$ cat config.mk
export PLATFORM = sky130hd
export DESIGN_NAME = rgb565_pair_to_yuy2_core
export DESIGN_NICKNAME = d
export VERILOG_FILES = /design/src/rtl/core/ryuy_pkg.sv /design/src/rtl/core/ryuy_unpack.sv /design/src/rtl/core/ryuy_matrix.sv /design/src/rtl/core/ryuy_clamp.sv /design/src/rtl/core/rgb565_pair_to_yuy2_core.sv
export SDC_FILE = /design/constraint.sdc
export NUM_CORES = 2
export LEC_CHECK = 0
export BUFFER_PORTS_ARGS = -buffer_cell sky130_fd_sc_hd__clkbuf_2
export CAP_MARGIN = 5
export CORE_ASPECT_RATIO = 0.9
export CORE_MARGIN = 10
export CORE_UTILIZATION = 50
export CTS_CLUSTER_DIAMETER = 60
export CTS_CLUSTER_SIZE = 16
export DETAILED_ROUTE_END_ITERATION = 6
export GPL_ROUTABILITY_DRIVEN = 0
export HOLD_SLACK_MARGIN = 0.05
export PLACE_DENSITY = 0.76
export SYNTH_ARGS = -nofsm -noshare
export SYNTH_HDL_FRONTEND = slang
export SYNTH_SLANG_ARGS = --single-unit
$ cat constraint.sdc
create_clock -name aclk -period 21.2 [get_ports aclk]
set_input_delay 1.06 -clock aclk [delete_from_list [all_inputs] [get_ports aclk]]
set_output_delay 1.06 -clock aclk [all_outputs]
set_load 0.03 [all_outputs]
$ cat src/rtl/core/ryuy_pkg.sv
`timescale 1ns / 1ps

package ryuy_pkg;

    localparam int PIX_W  = 16;
    localparam int CH_W   = 8;
    localparam int COEF_W = 16;
    localparam int PROD_W = COEF_W + CH_W;
    localparam int SUM_W  = PROD_W + 2;
    localparam int FRAC_W = 16;

    // Average masks for the per-channel RGB565 half-sum.
    localparam logic [PIX_W-1:0] AVG_MASK_HI = 16'hFBEF;
    localparam logic [PIX_W-1:0] AVG_MASK_LO = 16'h0821;

    // Coefficient magnitudes in unsigned 0.16 fixed point; signs are applied in the adders.
    localparam logic [COEF_W-1:0] Y_R_COEF  = 16'd19595;
    localparam logic [COEF_W-1:0] Y_G_COEF  = 16'd38469;
    localparam logic [COEF_W-1:0] Y_B_COEF  = 16'd7471;
    localparam logic [COEF_W-1:0] CB_R_COEF = 16'd11075;
    localparam logic [COEF_W-1:0] CB_G_COEF = 16'd21692;
    localparam logic [COEF_W-1:0] CR_G_COEF = 16'd27459;
    localparam logic [COEF_W-1:0] CR_B_COEF = 16'd5308;
    // The 0.5 coefficient is 32768, a left shift by this amount.
    localparam int HALF_SHIFT = 15;

    localparam logic signed [SUM_W-1:0] Y_OFFSET  = SUM_W'(16 << FRAC_W);
    localparam logic signed [SUM_W-1:0] CH_OFFSET = SUM_W'(128 << FRAC_W);

    localparam logic [CH_W-1:0] Y_MIN = 8'd16;
    localparam logic [CH_W-1:0] Y_MAX = 8'd235;
    localparam logic [CH_W-1:0] C_MIN = 8'd16;
    localparam logic [CH_W-1:0] C_MAX = 8'd240;

    localparam logic [31:0] BLACK_PAIR_WORD = 32'h0080_0080;

    typedef struct packed {
        logic [CH_W-1:0] r;
        logic [CH_W-1:0] g;
        logic [CH_W-1:0] b;
    } rgb8_t;

    // Stage 1 result: widened pixels, widened average, black-pair flag.
    typedef struct packed {
        rgb8_t px1;
        rgb8_t px2;
        rgb8_t avg;
        logic  black;
    } unpack_t;

    // Final sums in signed 10.16 fixed point, before the shift and clamp.
    typedef struct packed {
        logic signed [SUM_W-1:0] y1;
        logic signed [SUM_W-1:0] y2;
        logic signed [SUM_W-1:0] cb;
        logic signed [SUM_W-1:0] cr;
        logic                    black;
    } sums_t;

    function automatic rgb8_t widen565(input logic [PIX_W-1:0] p);
        rgb8_t c;
        c.r = {p[15:11], p[15:13]};
        c.g = {p[10:5],  p[10:9]};
        c.b = {p[4:0],   p[4:2]};
        return c;
    endfunction

endpackage

$ cat src/rtl/core/ryuy_unpack.sv
`timescale 1ns / 1ps

module ryuy_unpack (
    input  logic                         aclk,
    input  logic                         aresetn,
    input  logic                         in_valid,
    output logic                         in_ready,
    input  logic [ryuy_pkg::PIX_W-1:0]   pixel_first,
    input  logic [ryuy_pkg::PIX_W-1:0]   pixel_second,
    output logic                         out_valid,
    input  logic                         out_ready,
    output ryuy_pkg::unpack_t            out_data
);

    logic                  valid_reg;
    ryuy_pkg::unpack_t     data_reg;
    ryuy_pkg::unpack_t     data_next;
    logic [ryuy_pkg::PIX_W-1:0] avg;

    assign in_ready = !valid_reg || out_ready;

    always_comb begin
        avg = ((pixel_first >> 1) & ryuy_pkg::AVG_MASK_HI)
            + ((pixel_second >> 1) & ryuy_pkg::AVG_MASK_HI)
            + (pixel_first & pixel_second & ryuy_pkg::AVG_MASK_LO);
        data_next.px1   = ryuy_pkg::widen565(pixel_first);
        data_next.px2   = ryuy_pkg::widen565(pixel_second);
        data_next.avg   = ryuy_pkg::widen565(avg);
        data_next.black = ((pixel_first | pixel_second) == '0);
    end

    always_ff @(posedge aclk) begin
        if (!aresetn) begin
            valid_reg <= 1'b0;
        end else if (in_ready) begin
            valid_reg <= in_valid;
        end
    end

    always_ff @(posedge aclk) begin
        if (in_ready && in_valid) begin
            data_reg <= data_next;
        end
    end

    assign out_valid = valid_reg;
    assign out_data  = data_reg;

endmodule

$ cat src/rtl/core/ryuy_matrix.sv
`timescale 1ns / 1ps

module ryuy_matrix (
    input  logic               aclk,
    input  logic               aresetn,
    input  logic               in_valid,
    output logic               in_ready,
    input  ryuy_pkg::unpack_t  in_data,
    output logic               out_valid,
    input  logic               out_ready,
    output ryuy_pkg::sums_t    out_data
);

    localparam int PW = ryuy_pkg::PROD_W;
    localparam int SW = ryuy_pkg::SUM_W;

    // Product stage.
    logic          prod_valid_reg;
    logic          prod_ready;
    logic [PW-1:0] y1r_reg, y1g_reg, y1b_reg;
    logic [PW-1:0] y2r_reg, y2g_reg, y2b_reg;
    logic [PW-1:0] cbr_reg, cbg_reg, crg_reg, crb_reg;
    logic [ryuy_pkg::CH_W-1:0] avg_r_reg, avg_b_reg;
    logic          prod_black_reg;

    // Sum stage.
    logic              sum_valid_reg;
    logic              sum_ready;
    ryuy_pkg::sums_t   sum_reg;
    ryuy_pkg::sums_t   sum_next;

    assign sum_ready  = !sum_valid_reg || out_ready;
    assign prod_ready = !prod_valid_reg || sum_ready;
    assign in_ready   = prod_ready;

    always_ff @(posedge aclk) begin
        if (!aresetn) begin
            prod_valid_reg <= 1'b0;
            sum_valid_reg  <= 1'b0;
        end else begin
            if (prod_ready) begin
                prod_valid_reg <= in_valid;
            end
            if (sum_ready) begin
                sum_valid_reg <= prod_valid_reg;
            end
        end
    end

    always_ff @(posedge aclk) begin
        if (prod_ready && in_valid) begin
            y1r_reg <= PW'(ryuy_pkg::Y_R_COEF) * PW'(in_data.px1.r);
            y1g_reg <= PW'(ryuy_pkg::Y_G_COEF) * PW'(in_data.px1.g);
            y1b_reg <= PW'(ryuy_pkg::Y_B_COEF) * PW'(in_data.px1.b);
            y2r_reg <= PW'(ryuy_pkg::Y_R_COEF) * PW'(in_data.px2.r);
            y2g_reg <= PW'(ryuy_pkg::Y_G_COEF) * PW'(in_data.px2.g);
            y2b_reg <= PW'(ryuy_pkg::Y_B_COEF) * PW'(in_data.px2.b);
            cbr_reg <= PW'(ryuy_pkg::CB_R_COEF) * PW'(in_data.avg.r);
            cbg_reg <= PW'(ryuy_pkg::CB_G_COEF) * PW'(in_data.avg.g);
            crg_reg <= PW'(ryuy_pkg::CR_G_COEF) * PW'(in_data.avg.g);
            crb_reg <= PW'(ryuy_pkg::CR_B_COEF) * PW'(in_data.avg.b);
            avg_r_reg      <= in_data.avg.r;
            avg_b_reg      <= in_data.avg.b;
            prod_black_reg <= in_data.black;
        end
    end

    always_comb begin
        sum_next.y1 = ryuy_pkg::Y_OFFSET + $signed(SW'(y1r_reg)) + $signed(SW'(y1g_reg))
                    + $signed(SW'(y1b_reg));
        sum_next.y2 = ryuy_pkg::Y_OFFSET + $signed(SW'(y2r_reg)) + $signed(SW'(y2g_reg))
                    + $signed(SW'(y2b_reg));
        sum_next.cb = ryuy_pkg::CH_OFFSET
                    + $signed(SW'(avg_b_reg) << ryuy_pkg::HALF_SHIFT)
                    - $signed(SW'(cbr_reg)) - $signed(SW'(cbg_reg));
        sum_next.cr = ryuy_pkg::CH_OFFSET
                    + $signed(SW'(avg_r_reg) << ryuy_pkg::HALF_SHIFT)
                    - $signed(SW'(crg_reg)) - $signed(SW'(crb_reg));
        sum_next.black = prod_black_reg;
    end

    always_ff @(posedge aclk) begin
        if (sum_ready && prod_valid_reg) begin
            sum_reg <= sum_next;
        end
    end

    assign out_valid = sum_valid_reg;
    assign out_data  = sum_reg;

endmodule

$ cat src/rtl/core/ryuy_clamp.sv
`timescale 1ns / 1ps

module ryuy_clamp (
    input  logic              aclk,
    input  logic              aresetn,
    input  logic              in_valid,
    output logic              in_ready,
    input  ryuy_pkg::sums_t   in_data,
    output logic              out_valid,
    input  logic              out_ready,
    output logic [31:0]       out_word
);

    localparam int CW = ryuy_pkg::CH_W;
    localparam int FW = ryuy_pkg::FRAC_W;
    localparam int SW = ryuy_pkg::SUM_W;

    logic          valid_reg;
    logic [31:0]   word_reg;
    logic [31:0]   word_next;
    logic [CW-1:0] y1, y2, cb, cr;

    // Drops the fraction, treats a negative sum as zero, and clamps to [lo, hi].
    function automatic logic [CW-1:0] shift_clamp(input logic signed [SW-1:0] s,
                                                   input logic [CW-1:0] lo,
                                                   input logic [CW-1:0] hi);
        logic [SW-FW-1:0] v;
        v = s[SW-1] ? '0 : s[SW-1:FW];
        if (v < (SW-FW)'(lo)) begin
            return lo;
        end else if (v > (SW-FW)'(hi)) begin
            return hi;
        end
        return v[CW-1:0];
    endfunction

    assign in_ready = !valid_reg || out_ready;

    always_comb begin
        y1 = shift_clamp(in_data.y1, ryuy_pkg::Y_MIN, ryuy_pkg::Y_MAX);
        y2 = shift_clamp(in_data.y2, ryuy_pkg::Y_MIN, ryuy_pkg::Y_MAX);
        cb = shift_clamp(in_data.cb, ryuy_pkg::C_MIN, ryuy_pkg::C_MAX);
        cr = shift_clamp(in_data.cr, ryuy_pkg::C_MIN, ryuy_pkg::C_MAX);
        // A pair of black pixels maps to true zero luma rather than studio black.
        word_next = in_data.black ? ryuy_pkg::BLACK_PAIR_WORD : {y1, cb, y2, cr};
    end

    always_ff @(posedge aclk) begin
        if (!aresetn) begin
            valid_reg <= 1'b0;
        end else if (in_ready) begin
            valid_reg <= in_valid;
        end
    end

    always_ff @(posedge aclk) begin
        if (in_ready && in_valid) begin
            word_reg <= word_next;
        end
    end

    assign out_valid = valid_reg;
    assign out_word  = word_reg;

endmodule

$ cat src/rtl/core/rgb565_pair_to_yuy2_core.sv
`timescale 1ns / 1ps

// RGB565 pixel pair to YUY2 converter (BT.601 coefficients, clamped to studio range).
// Input stream: one transfer carries two horizontally adjacent RGB565 pixels;
// the output stream returns one packed YUY2 word per input transfer, in order.
// Luma is computed per pixel; chroma comes from the channel average of the pair.
// A pair of all-zero pixels yields 0x00800080.
// Each result passes through four registered stages (unpack/average, constant
// multiplies, adder trees, shift/clamp/pack) before it appears on m_tdata.
// Throughput: one pair per clock while m_tready is high; every stage has its own
// valid bit and takes a new item whenever it is empty or its content moves on
// in the same cycle. When the receiver stalls, results stay in their stages and
// fill bubbles; s_tready falls only once all four stages hold data. Nothing is
// lost or repeated. Reset (aresetn low, synchronous) empties all stages; the
// block keeps no other state.
module rgb565_pair_to_yuy2_core (
    input  logic        aclk,
    input  logic        aresetn,
    input  logic        s_tvalid,
    output logic        s_tready,
    input  logic [31:0] s_tdata,   // pixel_first [15:0], pixel_second [31:16]
    output logic        m_tvalid,
    input  logic        m_tready,
    output logic [31:0] m_tdata    // yuy2_word [31:0]
);

    logic              unp_valid, unp_ready;
    ryuy_pkg::unpack_t unp_data;
    logic              mat_valid, mat_ready;
    ryuy_pkg::sums_t   mat_data;

    ryuy_unpack u_unpack (
        .aclk         (aclk),
        .aresetn      (aresetn),
        .in_valid     (s_tvalid),
        .in_ready     (s_tready),
        .pixel_first  (s_tdata[15:0]),
        .pixel_second (s_tdata[31:16]),
        .out_valid    (unp_valid),
        .out_ready    (unp_ready),
        .out_data     (unp_data)
    );

    ryuy_matrix u_matrix (
        .aclk      (aclk),
        .aresetn   (aresetn),
        .in_valid  (unp_valid),
        .in_ready  (unp_ready),
        .in_data   (unp_data),
        .out_valid (mat_valid),
        .out_ready (mat_ready),
        .out_data  (mat_data)
    );

    ryuy_clamp u_clamp (
        .aclk      (aclk),
        .aresetn   (aresetn),
        .in_valid  (mat_valid),
        .in_ready  (mat_ready),
        .in_data   (mat_data),
        .out_valid (m_tvalid),
        .out_ready (m_tready),
        .out_word  (m_tdata)
    );

    // A ready receiver must keep the whole pipeline open to new pairs.
    assert property (@(posedge aclk) disable iff (!aresetn) m_tready |-> s_tready)
        else $error("input stalled while the output is ready");

    // Luma bytes stay within studio range unless the black-pair word is shown.
    assert property (@(posedge aclk) disable iff (!aresetn)
        (m_tvalid && m_tdata != ryuy_pkg::BLACK_PAIR_WORD) |->
        (m_tdata[31:24] >= ryuy_pkg::Y_MIN && m_tdata[31:24] <= ryuy_pkg::Y_MAX &&
         m_tdata[15:8]  >= ryuy_pkg::Y_MIN && m_tdata[15:8]  <= ryuy_pkg::Y_MAX))
        else $error("luma out of range");

    // Chroma bytes always stay within 16..240, the black-pair word included.
    assert property (@(posedge aclk) disable iff (!aresetn)
        m_tvalid |->
        (m_tdata[23:16] >= ryuy_pkg::C_MIN && m_tdata[23:16] <= ryuy_pkg::C_MAX &&
         m_tdata[7:0]   >= ryuy_pkg::C_MIN && m_tdata[7:0]   <= ryuy_pkg::C_MAX))
        else $error("chroma out of range");

    // An empty pipeline cannot present a result in the next cycle.
    assert property (@(posedge aclk) disable iff (!aresetn)
        (!s_tvalid && !unp_valid && !mat_valid && !m_tvalid) |=> !m_tvalid)
        else $error("result appeared from an empty pipeline");

endmodule

# == Word-level counts from Yosys, hierarchy flattened ==
# Cells that the tools add are included.
# totals
register_bits,452
out_inout_bits,34
wordCells,104
in_bits,36
# classes
n_reduce_logical,13
add_sub_neg,14
n_mul,10
order_cmp,8
mux,24
n_bitwise,2
# op_table
cell,count
$mux W8,12
$mul A15 B8 Y23 const A,3
$mul A13 B8 Y21 const A,3
$add A26 B22 Y26,2
$add A26 B25 Y26,2
$sub A26 B24 Y26,2
$add A24 B23 Y25 const A,2
$add A21 B23 Y24 const A,2
$mul A16 B8 Y24 const A,2
$gt A10 B8 Y1 const B,4
$lt A10 B5 Y1 const B,4
$mux W9,4
$sub A26 B22 Y26,1
$sub A26 B23 Y26,1
$mul A14 B8 Y22 const A,1
$mul A11 B8 Y19 const A,1
$add A15 B15 Y16,1
$add A16 B12 Y16,1
$logic_not A16 Y1,1
$or A16 B16 Y16,1
$and A12 B12 Y12,1
$mux W1,8
$logic_and A1 B1 Y1,4
$logic_not A1 Y1,4
$logic_or A1 B1 Y1,4

# == Longest topological paths before layout ==
# logic_depth
word_depth,6
depth_mapped,19
mapped_depth_nobuf,19

# == By module ==
# Synthesis repeated with hierarchy kept, for this count alone.
# hier_totals
cells_unflattened,3543
area_unflattened_um2,39381.5
# modules_own_cells
mod,area_each_um2,seq_area_each_um2,cells_each,instances
ryuy_matrix,35116.2,10219.8,3216,1
ryuy_unpack,2791.4,1491.4,213,1
ryuy_clamp,1473.9,980.9,114,1

# == Worst setup path before layout ==
# OpenSTA, ideal clock, no wires.
# synth_path
kind,in2reg
from,input m_tready
to,"register u_matrix.avg_b_reg[2] in the netlist's numbering, enable pin"
slack_ps,2275
setup_ps,1164
cell_stages,3
arrival_time_ps,17762
required_time_ps,20036
n_path_buf,0
path_cell_list,nor2b_1 > and2_0 > a21boi_0
# synth_via
elab_chain_len,4
# synth_lines
item,line,text
from (decl),rgb565_pair_to_yuy2_core.sv:23,"input logic m_tready,"
$logic_or A1 B1 Y1,ryuy_clamp.sv:37,assign in_ready = !valid_reg || out_ready;
$logic_or A1 B1 Y1,ryuy_matrix.sv:32,assign sum_ready = !sum_valid_reg || out_ready;
$logic_or A1 B1 Y1,ryuy_matrix.sv:33,assign prod_ready = !prod_valid_reg || sum_ready;
$logic_and A1 B1 Y1,ryuy_matrix.sv:51,if (prod_ready && in_valid) begin
to (signal assigned),ryuy_matrix.sv:63,avg_b_reg <= in_data.avg.b;
to (decl),ryuy_matrix.sv:23,"logic [ryuy_pkg::CH_W-1:0] avg_r_reg, avg_b_reg;"
# No other way between the ends.
# A chain may end at the register's enable or synchronous reset.

# == Worst setup path in the final report ==
# layout_path
from,"register u_unpack.data_reg, in the netlist u_unpack.out_data[15]"
to,"register u_matrix.crg_reg[22], data pin"
# layout_via
elab_chain_len,1
# layout_lines
item,line,text
from (decl),ryuy_unpack.sv:16,ryuy_pkg::unpack_t data_reg;
from (signal assigned),ryuy_unpack.sv:42,data_reg <= data_next;
$mul A15 B8 Y23,ryuy_matrix.sv:60,crg_reg <= PW'(ryuy_pkg::CR_G_COEF) * PW'(in_data.avg.g);
to (signal assigned),ryuy_matrix.sv:60,
to (decl),ryuy_matrix.sv:22,"logic [PW-1:0] cbr_reg, cbg_reg, crg_reg, crb_reg;"
# No other way between the ends.

==> results.ini <==
[yosys]
synth_mux_area_share_pct = 0.125
ys.flop_type = edfxtp_1
synthCells = 3036
yosys_warnings = 0
synth_top_area_share_pct = 31.0
synth_area_leaders = edfxtp_1 31%, ha_1 26%, fa_1 15%, inv_1 6.3%, xnor2_1 4.4%
yosysUniqueCellTypes = 73
synth_xor_xnor_area_share_pct = 5.89
synth-edff-count = 350
synth_fa_ha_area_share_pct = 40.7
avgSynthCellArea_um2 = 11.2
ys_ff_latch = 354
synth_top_family_by_area = adder cells
syn-cell-area_um2 = 33900
yosysTopAreaCell = edfxtp_1
synth_compound_area_share_pct = 8.88
synthArstFlopShare_pct = 0
synth_nets = 4024
seq_area_frac_synth_pct = 31.2
synth-simple-area-share_pct = 6.88

[job]
max_cap_violations = 0

[sta]
fmax_mhz = 185
final.period_utilization_pct = 25.5
period_needed_ps = 5400
setup_viol = 0
rsz0062_at_grt = false
tns_ps = 0
finClkSkew_ps = 22.6
hold_viol_final = 0
worst_pin_slew_ps = 1040
slew_viol_final = 0
slew-limit-headroom_pct = 30.5

[routing]
drt_pass1_iterations = 7
totalWireLength_mm = 68.4
via_per_inst = 5.33
num_vias = 21600
drtAntennaViolNets = 0
route.detailed.drc = 0
drt_iter0_drc = 1119
wl_per_cell_um = 16.9

[grt]
grt-ovfl-total = 0
grt_pass1_wl_mm = 114
grt_start_max_net_pins = 153
grt_usage_pct = 17.8
first_global_vias = 22100
grt_antenna_before_repair = 6

[clock_network]
clock_sinks = 354
holdBufCountCts = 0
h-tree-depth = 2
cts_resized = 0
insertion_delay_ps = 570
cts_buffers = 40
cts_setup_buffers = 0
cts_buffer_depth = 3
cts-root-buf = clkbuf_16
clkTransAtPathRegs_ps = 70
cts_tree = done

[floorplanning]
coreArea_um2 = 67100
die-area_um2 = 78700
die-height_um = 267
die_x_um = 295
num_rows = 90
ioPinCount = 70
start_util_pct = 50.5

[cells_and_area]
final_nets = 4136
fin_util_pct = 54.9
largest_reg_flops = 49
final_cell_mix = 701 x ha_1, 566 x inv_1, 350 x edfxtp_1
area_growth_pct = 8.57
drive_above_1_share_pct = 5.67
final_common_cell = ha_1

[power]
p_per_area_nw_per_um2 = 168
irDropWorstVdd_mv = 0.121
leakage_nw = 17.7

[critical_path]
cp-end-kind = flop
cp.arrival_ps = 5710
crit_fanout = 17
critPathKind = reg -> reg
path_cells = inv_1 -> ha_1 -> inv_1 -> ha_1 -> inv_1 -> fa_1 -> inv_1 -> ha_1 -> ha_1 -> a21o_1 -> a21oi_1 -> o21ai_1 -> nand4_1 -> a41oi_1 -> a221o_1 -> a211oi_2 -> a21oi_1 -> xnor2_1
slowest_stage = edfxtp_1
cpPeakStageDelay_ps = 860
cp-start-kind = flop
required_ps = 21510

[hold_path]
min_path_type = reg -> reg

[placement]
post-dp-hpwl_mm = 55.5
numPortBuffers = 69

[status]
status = complete, no violations

-- cells by family after synthesis --
kind of cell / Yosys count
flip-flops: 354
buffers and inverters: 570
AND/OR/NAND/NOR: 468
adder cells (fa/ha/maj): 952
multiplexers: 4
XOR/XNOR: 228
AO/OA/AOI/OAI: 460
-- worst max-delay path, delay by kind of cell, from the launching register on --
kind	cells	cell delay (ps)
AND/OR/NAND/NOR	1	130
AO/OA/AOI/OAI	7	1530
flip-flops	1	860
adder cells (fa/ha/maj)	5	1870
XOR/XNOR	1	130
buffers and inverters	4	610
-- final timing paths --
path                              start                       to  slack (ps)  depth (start not counted)
setup / recovery  u_unpack.out_data[15]     u_matrix.crg_reg[22]       15800                         18
hold / removal     u_unpack.out_data[0]  u_matrix.prod_black_reg         440                          0
setup reg to reg  u_unpack.out_data[15]     u_matrix.crg_reg[22]       15800                         18
hold reg to reg    u_unpack.out_data[0]  u_matrix.prod_black_reg         440                          0
-- through the flow --
stage          total power [W]  hold slack, ps  cells  area (um^2)  worst slack (ps)
6_report               0.00620             438   4049        36800             15800
5_1_grt                0.00684             454   4048        36800             15570
4_1_cts                0.00623             444   4048        36800             15820
3_5_place_dp           0.00543             428   3980        35400             15870
3_3_place_gp           0.00531             422   3980        35400             16000
2_1_floorplan          0.00450             400   3036        33900              2270
-- power breakdown --
group          switching, W  internal (W)
clock network      0.000320      0.000418
registers          0.000124       0.00122
logic               0.00229       0.00183
-- routing by layer --
metal,GRT usage [%],wire length [um]
met5,0.256,26
met2,28.6,30900
met4,4.89,1610
met3,3.69,4150
met1,24.2,31700
-- synthesized netlist by cell type, drive strengths merged, types with 4 or more instances --
cell,count
o21a,25
nor2b,32
o31ai,6
nand2b,19
ha,701
xor2,56
or2,14
a21oi,155
xnor2,172
and2,22
nand3,46
o2111ai,8
a31o,5
inv,566
o41ai,7
o211ai,4
dfxtp,4
a211oi,13
and3,28
a31oi,24
o21ai,78
or3,8
nor3,54
a21o,67
nor2,130
a211o,7
a21boi,10
nor4,9
nand4,13
edfxtp,350
o21bai,27
fa,251
and4,5
nand2,75
-- layout make-up --
class / count / area (um^2)
diodes: 1 / 2.50
well taps: 874 / 1090
repair buffers: 74 / 395
fillers: 5610 / 30300
clock inverters: 25 / 357
multi-input cells: 2112 / 21200
flip-flops and latches: 354 / 10600
inverters: 566 / 2120
clock buffers: 43 / 1030
Power figures use the tool's default switching activity.
